File: src/rtl/spsfl_pkg.sv
`timescale 1ns / 1ps
// shared types, codes and reset values for the steering pot servo
package spsfl_pkg;

    // operation selector on the input side
    typedef enum logic
    {
        OP_TURN  = 1'b0,
        OP_DRIVE = 1'b1
    } op_t;

    // turn command codes
    typedef enum logic [1:0]
    {
        TURN_STOP = 2'd0,
        TURN_INC  = 2'd1,
        TURN_DEC  = 2'd2
    } turn_cmd_t;

    // configuration register indexes
    localparam int unsigned CFG_INDEX_W = 3;
    localparam int unsigned CFG_DATA_W  = 8;
    localparam logic [CFG_INDEX_W-1:0] REG_TARGET_POT    = 3'd0;
    localparam logic [CFG_INDEX_W-1:0] REG_STOP_TOL      = 3'd1;
    localparam logic [CFG_INDEX_W-1:0] REG_REENGAGE_TOL  = 3'd2;
    localparam logic [CFG_INDEX_W-1:0] REG_EDGE_GUARD    = 3'd3;
    localparam logic [CFG_INDEX_W-1:0] REG_FAULT_LOW     = 3'd4;
    localparam logic [CFG_INDEX_W-1:0] REG_FAULT_HIGH    = 3'd5;
    localparam logic [CFG_INDEX_W-1:0] REG_FAULT_RUN_LEN = 3'd6;

    // reset values
    localparam logic [7:0] RST_TARGET_POT    = 8'd127;
    localparam logic [7:0] RST_STOP_TOL      = 8'd2;
    localparam logic [7:0] RST_REENGAGE_TOL  = 8'd5;
    localparam logic [6:0] RST_EDGE_GUARD    = 7'd10;
    localparam logic [7:0] RST_FAULT_LOW     = 8'd0;
    localparam logic [7:0] RST_FAULT_HIGH    = 8'd255;
    localparam logic [7:0] RST_FAULT_RUN_LEN = 8'd3;
    localparam logic [7:0] RST_LAST_READING  = 8'd127;
    localparam logic [7:0] POT_MAX           = 8'd255;

    // stream widths
    localparam int unsigned S_TDATA_W = 24;
    localparam int unsigned M_TDATA_W = 24;
    localparam int unsigned M_TUSER_W = 2;

    typedef struct packed
    {
        logic [7:0] target_pot;
        logic [7:0] stop_tol;
        logic [7:0] reengage_tol;
        logic [6:0] edge_guard;
        logic [7:0] fault_low;
        logic [7:0] fault_high;
        logic [7:0] fault_run_len;
    } cfg_t;

    typedef struct packed
    {
        op_t               op;
        logic [9:0]        pot_raw;
        logic signed [7:0] drive_request;
    } item_t;

    typedef struct packed
    {
        logic              turn_valid;
        turn_cmd_t         turn_cmd;
        logic              drive_valid;
        logic              drive_stop;
        logic signed [7:0] drive_effort;
        logic [7:0]        pot_value;
        logic              aligned_flag;
        logic              fault_flag;
    } result_t;

    // servo state seen from outside the core
    typedef struct packed
    {
        logic frozen;
        logic aligned;
    } status_t;

endpackage

File: src/rtl/spsfl_cfg.sv
`timescale 1ns / 1ps
// configuration register file for the steering pot servo
module spsfl_cfg
(
    input  logic                                clk,
    input  logic                                rst_n,
    input  logic                                cfg_we,
    input  logic [spsfl_pkg::CFG_INDEX_W-1:0]   cfg_index,
    input  logic [spsfl_pkg::CFG_DATA_W-1:0]    cfg_data,
    output spsfl_pkg::cfg_t                     cfg
);

    spsfl_pkg::cfg_t cfg_reg;
    spsfl_pkg::cfg_t cfg_next;

    always_comb
    begin
        cfg_next = cfg_reg;
        if (cfg_we)
        begin
            case (cfg_index)
                spsfl_pkg::REG_TARGET_POT:    cfg_next.target_pot    = cfg_data;
                spsfl_pkg::REG_STOP_TOL:      cfg_next.stop_tol      = cfg_data;
                spsfl_pkg::REG_REENGAGE_TOL:  cfg_next.reengage_tol  = cfg_data;
                spsfl_pkg::REG_EDGE_GUARD:    cfg_next.edge_guard    = cfg_data[6:0];
                spsfl_pkg::REG_FAULT_LOW:     cfg_next.fault_low     = cfg_data;
                spsfl_pkg::REG_FAULT_HIGH:    cfg_next.fault_high    = cfg_data;
                spsfl_pkg::REG_FAULT_RUN_LEN: cfg_next.fault_run_len = cfg_data;
                default:                      cfg_next = cfg_reg;
            endcase
        end
    end

    always_ff @(posedge clk or negedge rst_n)
    begin
        if (!rst_n)
        begin
            cfg_reg.target_pot    <= spsfl_pkg::RST_TARGET_POT;
            cfg_reg.stop_tol      <= spsfl_pkg::RST_STOP_TOL;
            cfg_reg.reengage_tol  <= spsfl_pkg::RST_REENGAGE_TOL;
            cfg_reg.edge_guard    <= spsfl_pkg::RST_EDGE_GUARD;
            cfg_reg.fault_low     <= spsfl_pkg::RST_FAULT_LOW;
            cfg_reg.fault_high    <= spsfl_pkg::RST_FAULT_HIGH;
            cfg_reg.fault_run_len <= spsfl_pkg::RST_FAULT_RUN_LEN;
        end
        else
        begin
            cfg_reg <= cfg_next;
        end
    end

    assign cfg = cfg_reg;

endmodule

File: src/rtl/spsfl_core.sv
`timescale 1ns / 1ps
// servo state and single-pass turn and drive decision
module spsfl_core
(
    input  logic                 clk,
    input  logic                 rst_n,
    input  logic                 fire,
    input  spsfl_pkg::item_t     item,
    input  spsfl_pkg::cfg_t      cfg,
    output spsfl_pkg::result_t   result,
    output spsfl_pkg::status_t   status
);

    logic [7:0] run_reg;
    logic [7:0] run_next;
    logic       aligned_reg;
    logic       aligned_next;
    logic       frozen_reg;
    logic       frozen_next;
    logic [7:0] reading_reg;
    logic [7:0] reading_next;

    logic [7:0] cur;
    logic       is_extreme;
    logic [7:0] run_inc;
    logic       err_pos;
    logic       err_neg;
    logic [7:0] mag;
    logic       hold;
    logic [7:0] high_edge;
    logic       edge_block;
    spsfl_pkg::turn_cmd_t cmd;

    assign cur        = item.pot_raw[9:2];
    assign is_extreme = (cur == cfg.fault_low) || (cur == cfg.fault_high);
    assign run_inc    = (run_reg < cfg.fault_run_len) ? run_reg + 8'd1 : run_reg;
    assign err_pos    = cfg.target_pot > cur;
    assign err_neg    = cfg.target_pot < cur;
    assign mag        = err_neg ? cur - cfg.target_pot : cfg.target_pot - cur;
    // hysteresis: an aligned pod uses the wider re-engage window
    assign hold       = aligned_reg ? (mag <= cfg.reengage_tol) : (mag <= cfg.stop_tol);
    assign high_edge  = spsfl_pkg::POT_MAX - {1'b0, cfg.edge_guard};
    assign edge_block = ((cur <= {1'b0, cfg.edge_guard}) && err_neg)
                     || ((cur >= high_edge) && err_pos);

    always_comb
    begin
        run_next     = run_reg;
        aligned_next = aligned_reg;
        frozen_next  = frozen_reg;
        reading_next = reading_reg;
        cmd          = spsfl_pkg::TURN_STOP;
        if (item.op == spsfl_pkg::OP_TURN)
        begin
            if (frozen_reg)
            begin
                aligned_next = 1'b0;
            end
            else
            begin
                reading_next = cur;
                if (is_extreme)
                begin
                    run_next = run_inc;
                    // freeze takes effect from the next word on
                    if (run_inc >= cfg.fault_run_len)
                    begin
                        frozen_next = 1'b1;
                    end
                end
                else
                begin
                    run_next = 8'd0;
                end
                aligned_next = hold;
                if (!hold && !edge_block)
                begin
                    cmd = err_pos ? spsfl_pkg::TURN_INC : spsfl_pkg::TURN_DEC;
                end
            end
        end
    end

    always_comb
    begin
        result.turn_valid   = (item.op == spsfl_pkg::OP_TURN);
        result.turn_cmd     = cmd;
        result.drive_valid  = (item.op == spsfl_pkg::OP_DRIVE);
        result.drive_stop   = (item.op == spsfl_pkg::OP_DRIVE) && frozen_reg;
        result.drive_effort = ((item.op == spsfl_pkg::OP_DRIVE) && !frozen_reg)
                            ? item.drive_request : 8'sd0;
        result.pot_value    = reading_next;
        result.aligned_flag = aligned_next;
        result.fault_flag   = frozen_next;
    end

    always_ff @(posedge clk or negedge rst_n)
    begin
        if (!rst_n)
        begin
            run_reg     <= 8'd0;
            aligned_reg <= 1'b0;
            frozen_reg  <= 1'b0;
            reading_reg <= spsfl_pkg::RST_LAST_READING;
        end
        else if (fire)
        begin
            run_reg     <= run_next;
            aligned_reg <= aligned_next;
            frozen_reg  <= frozen_next;
            reading_reg <= reading_next;
        end
    end

    assign status.frozen  = frozen_reg;
    assign status.aligned = aligned_reg;

endmodule

File: src/rtl/steering_pot_servo_with_fault_latch.sv
`timescale 1ns / 1ps
// top level of the bang-bang steering servo with pot fault latch
//
// channel  dir  handshake          payload
// s_*      in   s_tvalid/s_tready  tuser op, tdata pot_raw, drive_request
// m_*      out  m_tvalid/m_tready  tuser turn_valid, drive_valid; tdata result fields
// cfg_*    in   cfg_we             cfg_index, cfg_data (no read-back)
//
// one word accepted per cycle while the output is not stalled, one result word per input word
// each word passes the input register, then the decision into the result register
// the decision is a single pass of compares and a run counter update
// reset clears the servo state and loads the register defaults
// a stalled output holds its word; the input register keeps filling until both are full
module steering_pot_servo_with_fault_latch
(
    input  logic                                  clk,
    input  logic                                  rst_n,
    // input stream
    input  logic                                  s_tvalid,
    output logic                                  s_tready,
    input  logic [spsfl_pkg::S_TDATA_W-1:0]       s_tdata,  // pot_raw[9:0], drive_request[17:10]
    input  logic                                  s_tuser,  // op
    // result stream
    output logic                                  m_tvalid,
    input  logic                                  m_tready,
    output logic [spsfl_pkg::M_TDATA_W-1:0]       m_tdata,  // turn_cmd[1:0], drive_stop[2],
                                                            // drive_effort[10:3], pot_value[18:11],
                                                            // aligned_flag[19], fault_flag[20]
    output logic [spsfl_pkg::M_TUSER_W-1:0]       m_tuser,  // turn_valid[0], drive_valid[1]
    // configuration writes
    input  logic                                  cfg_we,
    input  logic [spsfl_pkg::CFG_INDEX_W-1:0]     cfg_index,
    input  logic [spsfl_pkg::CFG_DATA_W-1:0]      cfg_data
);

    spsfl_pkg::cfg_t    cfg;
    spsfl_pkg::result_t result;
    spsfl_pkg::status_t status;

    // input register
    logic               in_valid_reg;
    logic               in_valid_next;
    spsfl_pkg::item_t   in_item_reg;

    // result register
    logic               out_valid_reg;
    logic               out_valid_next;
    spsfl_pkg::result_t out_res_reg;

    logic               advance;
    logic               fire;
    logic               take;

    // result stage free or being drained this cycle
    assign advance  = !out_valid_reg || m_tready;
    assign fire     = in_valid_reg && advance;
    assign s_tready = !in_valid_reg || advance;
    assign take     = s_tvalid && s_tready;

    always_comb
    begin
        in_valid_next = in_valid_reg;
        if (take)
        begin
            in_valid_next = 1'b1;
        end
        else if (fire)
        begin
            in_valid_next = 1'b0;
        end
        out_valid_next = advance ? in_valid_reg : out_valid_reg;
    end

    always_ff @(posedge clk or negedge rst_n)
    begin
        if (!rst_n)
        begin
            in_valid_reg  <= 1'b0;
            out_valid_reg <= 1'b0;
        end
        else
        begin
            in_valid_reg  <= in_valid_next;
            out_valid_reg <= out_valid_next;
        end
    end

    // payload registers, no reset needed
    always_ff @(posedge clk)
    begin
        if (take)
        begin
            in_item_reg.op            <= spsfl_pkg::op_t'(s_tuser);
            in_item_reg.pot_raw       <= s_tdata[9:0];
            in_item_reg.drive_request <= s_tdata[17:10];
        end
        if (fire)
        begin
            out_res_reg <= result;
        end
    end

    spsfl_cfg u_cfg
    (
        .clk       (clk),
        .rst_n     (rst_n),
        .cfg_we    (cfg_we),
        .cfg_index (cfg_index),
        .cfg_data  (cfg_data),
        .cfg       (cfg)
    );

    spsfl_core u_core
    (
        .clk    (clk),
        .rst_n  (rst_n),
        .fire   (fire),
        .item   (in_item_reg),
        .cfg    (cfg),
        .result (result),
        .status (status)
    );

    // result word packing
    assign m_tvalid = out_valid_reg;
    assign m_tuser  = {out_res_reg.drive_valid, out_res_reg.turn_valid};
    assign m_tdata  = {3'd0,
                       out_res_reg.fault_flag,
                       out_res_reg.aligned_flag,
                       out_res_reg.pot_value,
                       out_res_reg.drive_effort,
                       out_res_reg.drive_stop,
                       out_res_reg.turn_cmd};

    // fault freeze never releases
    assert property (@(posedge clk) disable iff (!rst_n)
        $past(status.frozen) |-> status.frozen)
        else $error("fault freeze released");

    // a drive word under fault is forced to stop with zero effort
    assert property (@(posedge clk) disable iff (!rst_n)
        (out_valid_reg && out_res_reg.drive_valid && out_res_reg.fault_flag)
        |-> (out_res_reg.drive_stop && (out_res_reg.drive_effort == 8'sd0)))
        else $error("drive not stopped under fault");

    // each result word is either a turn word or a drive word
    assert property (@(posedge clk) disable iff (!rst_n)
        out_valid_reg |-> $onehot({out_res_reg.drive_valid, out_res_reg.turn_valid}))
        else $error("result word kind not unique");

    // an aligned pod never commands a turn
    assert property (@(posedge clk) disable iff (!rst_n)
        (out_valid_reg && out_res_reg.aligned_flag)
        |-> (out_res_reg.turn_cmd == spsfl_pkg::TURN_STOP))
        else $error("turn commanded while aligned");

endmodule
File: config.mk
export PLATFORM = sky130hd
export DESIGN_NAME = steering_pot_servo_with_fault_latch
export DESIGN_NICKNAME = d
export VERILOG_FILES = /design/src/rtl/spsfl_pkg.sv /design/src/rtl/spsfl_cfg.sv /design/src/rtl/spsfl_core.sv /design/src/rtl/steering_pot_servo_with_fault_latch.sv
export SDC_FILE = /design/constraint.sdc
export NUM_CORES = 1
export LEC_CHECK = 0
export BUFFER_PORTS_ARGS = -buffer_cell sky130_fd_sc_hd__buf_2
export CAP_MARGIN = 0
export CORE_MARGIN = 10
export CORE_UTILIZATION = 45
export DETAILED_ROUTE_END_ITERATION = 12
export SLEW_MARGIN = 25
export SYNTH_ARGS = -nofsm -noshare
export SYNTH_HDL_FRONTEND = slang
export SYNTH_SLANG_ARGS = --single-unit
File: constraint.sdc
create_clock -name clk -period 7.9 [get_ports clk]
set_clock_uncertainty 0.15 [all_clocks]
set_input_delay 1.58 -clock clk [delete_from_list [all_inputs] [get_ports clk]]
set_output_delay 1.58 -clock clk [all_outputs]
set_load 0.1 [all_outputs]
==> metrics <==
post-synthesis xor/xnor area fraction 3.967%; Die Wd 139.3 µm; LEAKAGE 3.381 nW; top cell family by delay on the critical path compound AO/OA/AOI/OAI gates; VDD IR max 0.1635 mV; fraction of the mapped netlist area in simple logic gates 10.55%; nature of the critical path startpoint flip-flop; data arrival time of the critical path 4.91 ns; Max Fclk 202.4 MHz; Mapped Cells 565; largest stage delay on the critical path 0.79 ns; P&R area growth vs syn 16.61%; Synth cell types 67; ys flop type dfrtp_1; hold_sp u_core.reading_reg[6]$_DFFE_PN1P_; initial core utilization 45.95%; crit-path cells inv_1 -> fa_1 -> nand3_1 -> a21oi_2 -> nor2_2 -> mux2_4 -> a221o_1 -> xor2_1 -> ha_1 -> and4_1 -> a211oi_1 -> a311oi_1 -> a211oi_1 -> nor4bb_1; Synth async-reset ratio 65.22%; most frequent cells in the layout ha_1 (61), inv_1 (58), buf_2 (57), nand2_1 (47), dfrtp_1 (46); Tightest Hold Check Type reg2reg; routed vias 4,362; CTS Sinks 115; most common cell after layout, fill and taps aside ha_1; Synth Area per Inst 11.33 µm²; Port Buf Inserts 57; H-tree depth 4; largest family of logic cells by synthesized area adder cells; worst hold path endpoint u_core.reading_reg[6]$_DFFE_PN1P_; Via-to-Cell Ratio 5.281; DRC 0; max reg flops 55; reg2reg end m_tdata[0]$_SDFFCE_PP0P_; Synth Area in Compound Gates 11.57%; reg2reg start in_item_reg[11]$_DFFE_PP_; max_slew headroom 35.60%; fin. max-slew vios 0; initial antenna violation count 0; RSZ-0062 raised after global routing no; Crit. Startpoint in_item_reg[11]$_DFFE_PP_; outcome completed; Post-synth EDFFs 40; Final TNS setup 0 ns; Die Span Y 139.3 µm; drt pass-1 iters 6; final worst-path cycle share 62.55%; hold path depth 2; Tmin final 4.942 ns; Setup Viol. Count Final 0; layout net count 737; Seq/Total Area, Yosys 48.64%; vias in the first global route 4,407; post-synthesis mux area share 8.130%; CTS Hold Buffers Added 0; CTS tree yes; Post-Route WL 14,170 µm; Worst Setup End Kind flip-flop; final core utilization 53.58%; Worst Max-Slew Pin Slew 0.9625 ns; Die ar. 19,400 µm²; clock transition at the registers of the reported paths 0.06 ns; Max Cap Viol 0; dpl hpwl 10,250 µm; Reg2Reg Depth 14; GPL Wtd Cong 0.8894; Power Density 277.9 nW/µm²; Worst-Skew Late Latency 0.42 ns; area of the core 13,930 µm²; flop2flop setup slack 2.96 ns; worst setup margin 2.958 ns; postcts setup bufs 0; largest net degree at the start of global routing 76; CP bufs+invs 1; post-cts resize count 0; highest-delay cell along the critical path a211oi_1; clock buffer depth 2; Yosys warning count 0; Post-Syn Area 6402 µm²; setup slack at placement 2.937 ns; synthesized flop and latch total 115; 1st-iter DRT viols 240; layout cells sized above 1 27.71%; Crit path top cell by count a211oi_1; Req. time, crit path 7.87 ns; Post-DRT Antenna Nets 0; Inserted Clock Buffers 17; root buf cell clkbuf_16; Final Power 0.002074 W; I/O pin cnt 69; first-pass GRT wire length 23,110 µm; Crit Path Max Fanout 8; gr usage total 15.04%; antenna diode count 0; gr ovfl total 0; final hold vios 0; Adder-Cell Fraction of Synth Area 12.55%; kind of critical path reg2reg; WL/cell 17.15 µm; floorplan row count 43
layer usage:
layer	track usage, %	vias to the layer above	part of all wire (%)
met5	0	-	0
met4	5.821	0	2.2
met3	5.410	22	5.1
met2	22.50	82	45
met1	19.38	2118	48
li1	-	2140	-
tightest hold or removal path: stages, from the launching register on:
cell and delay, ns:
dfstp_2 0.36, nand2_1 0.04, o21ai_0 0.06
how the worst max path moves through the flow:
stage                          endpoint  cells after the start  slack, ns
3_5_place_dp   m_tdata[0]$_SDFFCE_PP0P_                     14       2.94
3_3_place_gp   m_tdata[0]$_SDFFCE_PP0P_                     14       2.98
6_report       m_tdata[0]$_SDFFCE_PP0P_                     14       2.96
4_1_cts        m_tdata[0]$_SDFFCE_PP0P_                     14       2.93
5_1_grt        m_tdata[0]$_SDFFCE_PP0P_                     14       2.67
2_1_floorplan                  s_tready                      1       3.77
synth_stat cells (2+ instances only):
library cell  number  area, µm²
o2bb2ai_1          2      17.52
nor2_1            14      52.55
o21a_1             3      22.52
a311o_1            2      20.02
a21boi_0           2      15.01
a221o_1            2      20.02
nand2_1           47      176.4
a21oi_1           18      90.09
fa_1               2      40.04
a22o_1             3      26.28
a21o_1            11      82.58
nor3_1             7      35.03
o21ai_0           41      205.2
a211oi_1           3      22.52
a2111oi_0          3      26.28
dfrtp_1           46       1151
nor3b_1            5      37.54
and3_1             9      56.30
nor4_1             4      25.02
clkbuf_1           9      33.78
nand4b_1           3      26.28
nand3_1            6      30.03
inv_1             58      217.7
ha_1              61      763.2
buf_4              3      22.52
nand2b_1           5      31.28
xor2_1            23      201.4
xnor2_1            6      52.55
and4_1             2      17.52
nor2b_1            6      37.54
and2_1             4      25.02
o221ai_1           2      17.52
mux2_2            44      495.5
o31ai_1            2      15.01
nand3b_1           3      22.52
dfstp_2           29      762.0
edfxtp_1          40       1201
nand4_1            6      37.54
through the flow:
stage	area, µm²	hold slack (ns)	instances
3_3_place_gp	6878	0.3083	794
5_1_grt	7466	0.3435	826
6_report	7466	0.3305	826
2_1_floorplan	6410	0.2960	567
3_5_place_dp	6878	0.3228	794
4_1_cts	7457	0.3329	826
logic make-up (layout without fill, tap and decap cells):
kind of cell	Yosys count	count (layout)
XOR/XNOR	29	29
adder cells (fa/ha/maj)	63	63
other	1	3
buffers and inverters	72	151
AO/OA/AOI/OAI	111	111
flip-flops	115	115
AND/OR/NAND/NOR	128	128
multiplexers	46	46
cell type report:
class	instances	area, µm²
flip-flops and latches	115	3114
clock buffers	19	442.9
inverters	58	217.7
well taps	180	225.2
multi-input cells	380	3010
fillers	1207	6469
clock inverters	13	136.4
repair buffers	61	319.1
where the power goes:
part	internal [W]	switching, W
combinational	0.000229	0.000343
clock	0.000470	0.000274
sequential	0.000713	0.0000461
(Power assumes the default switching activity.)
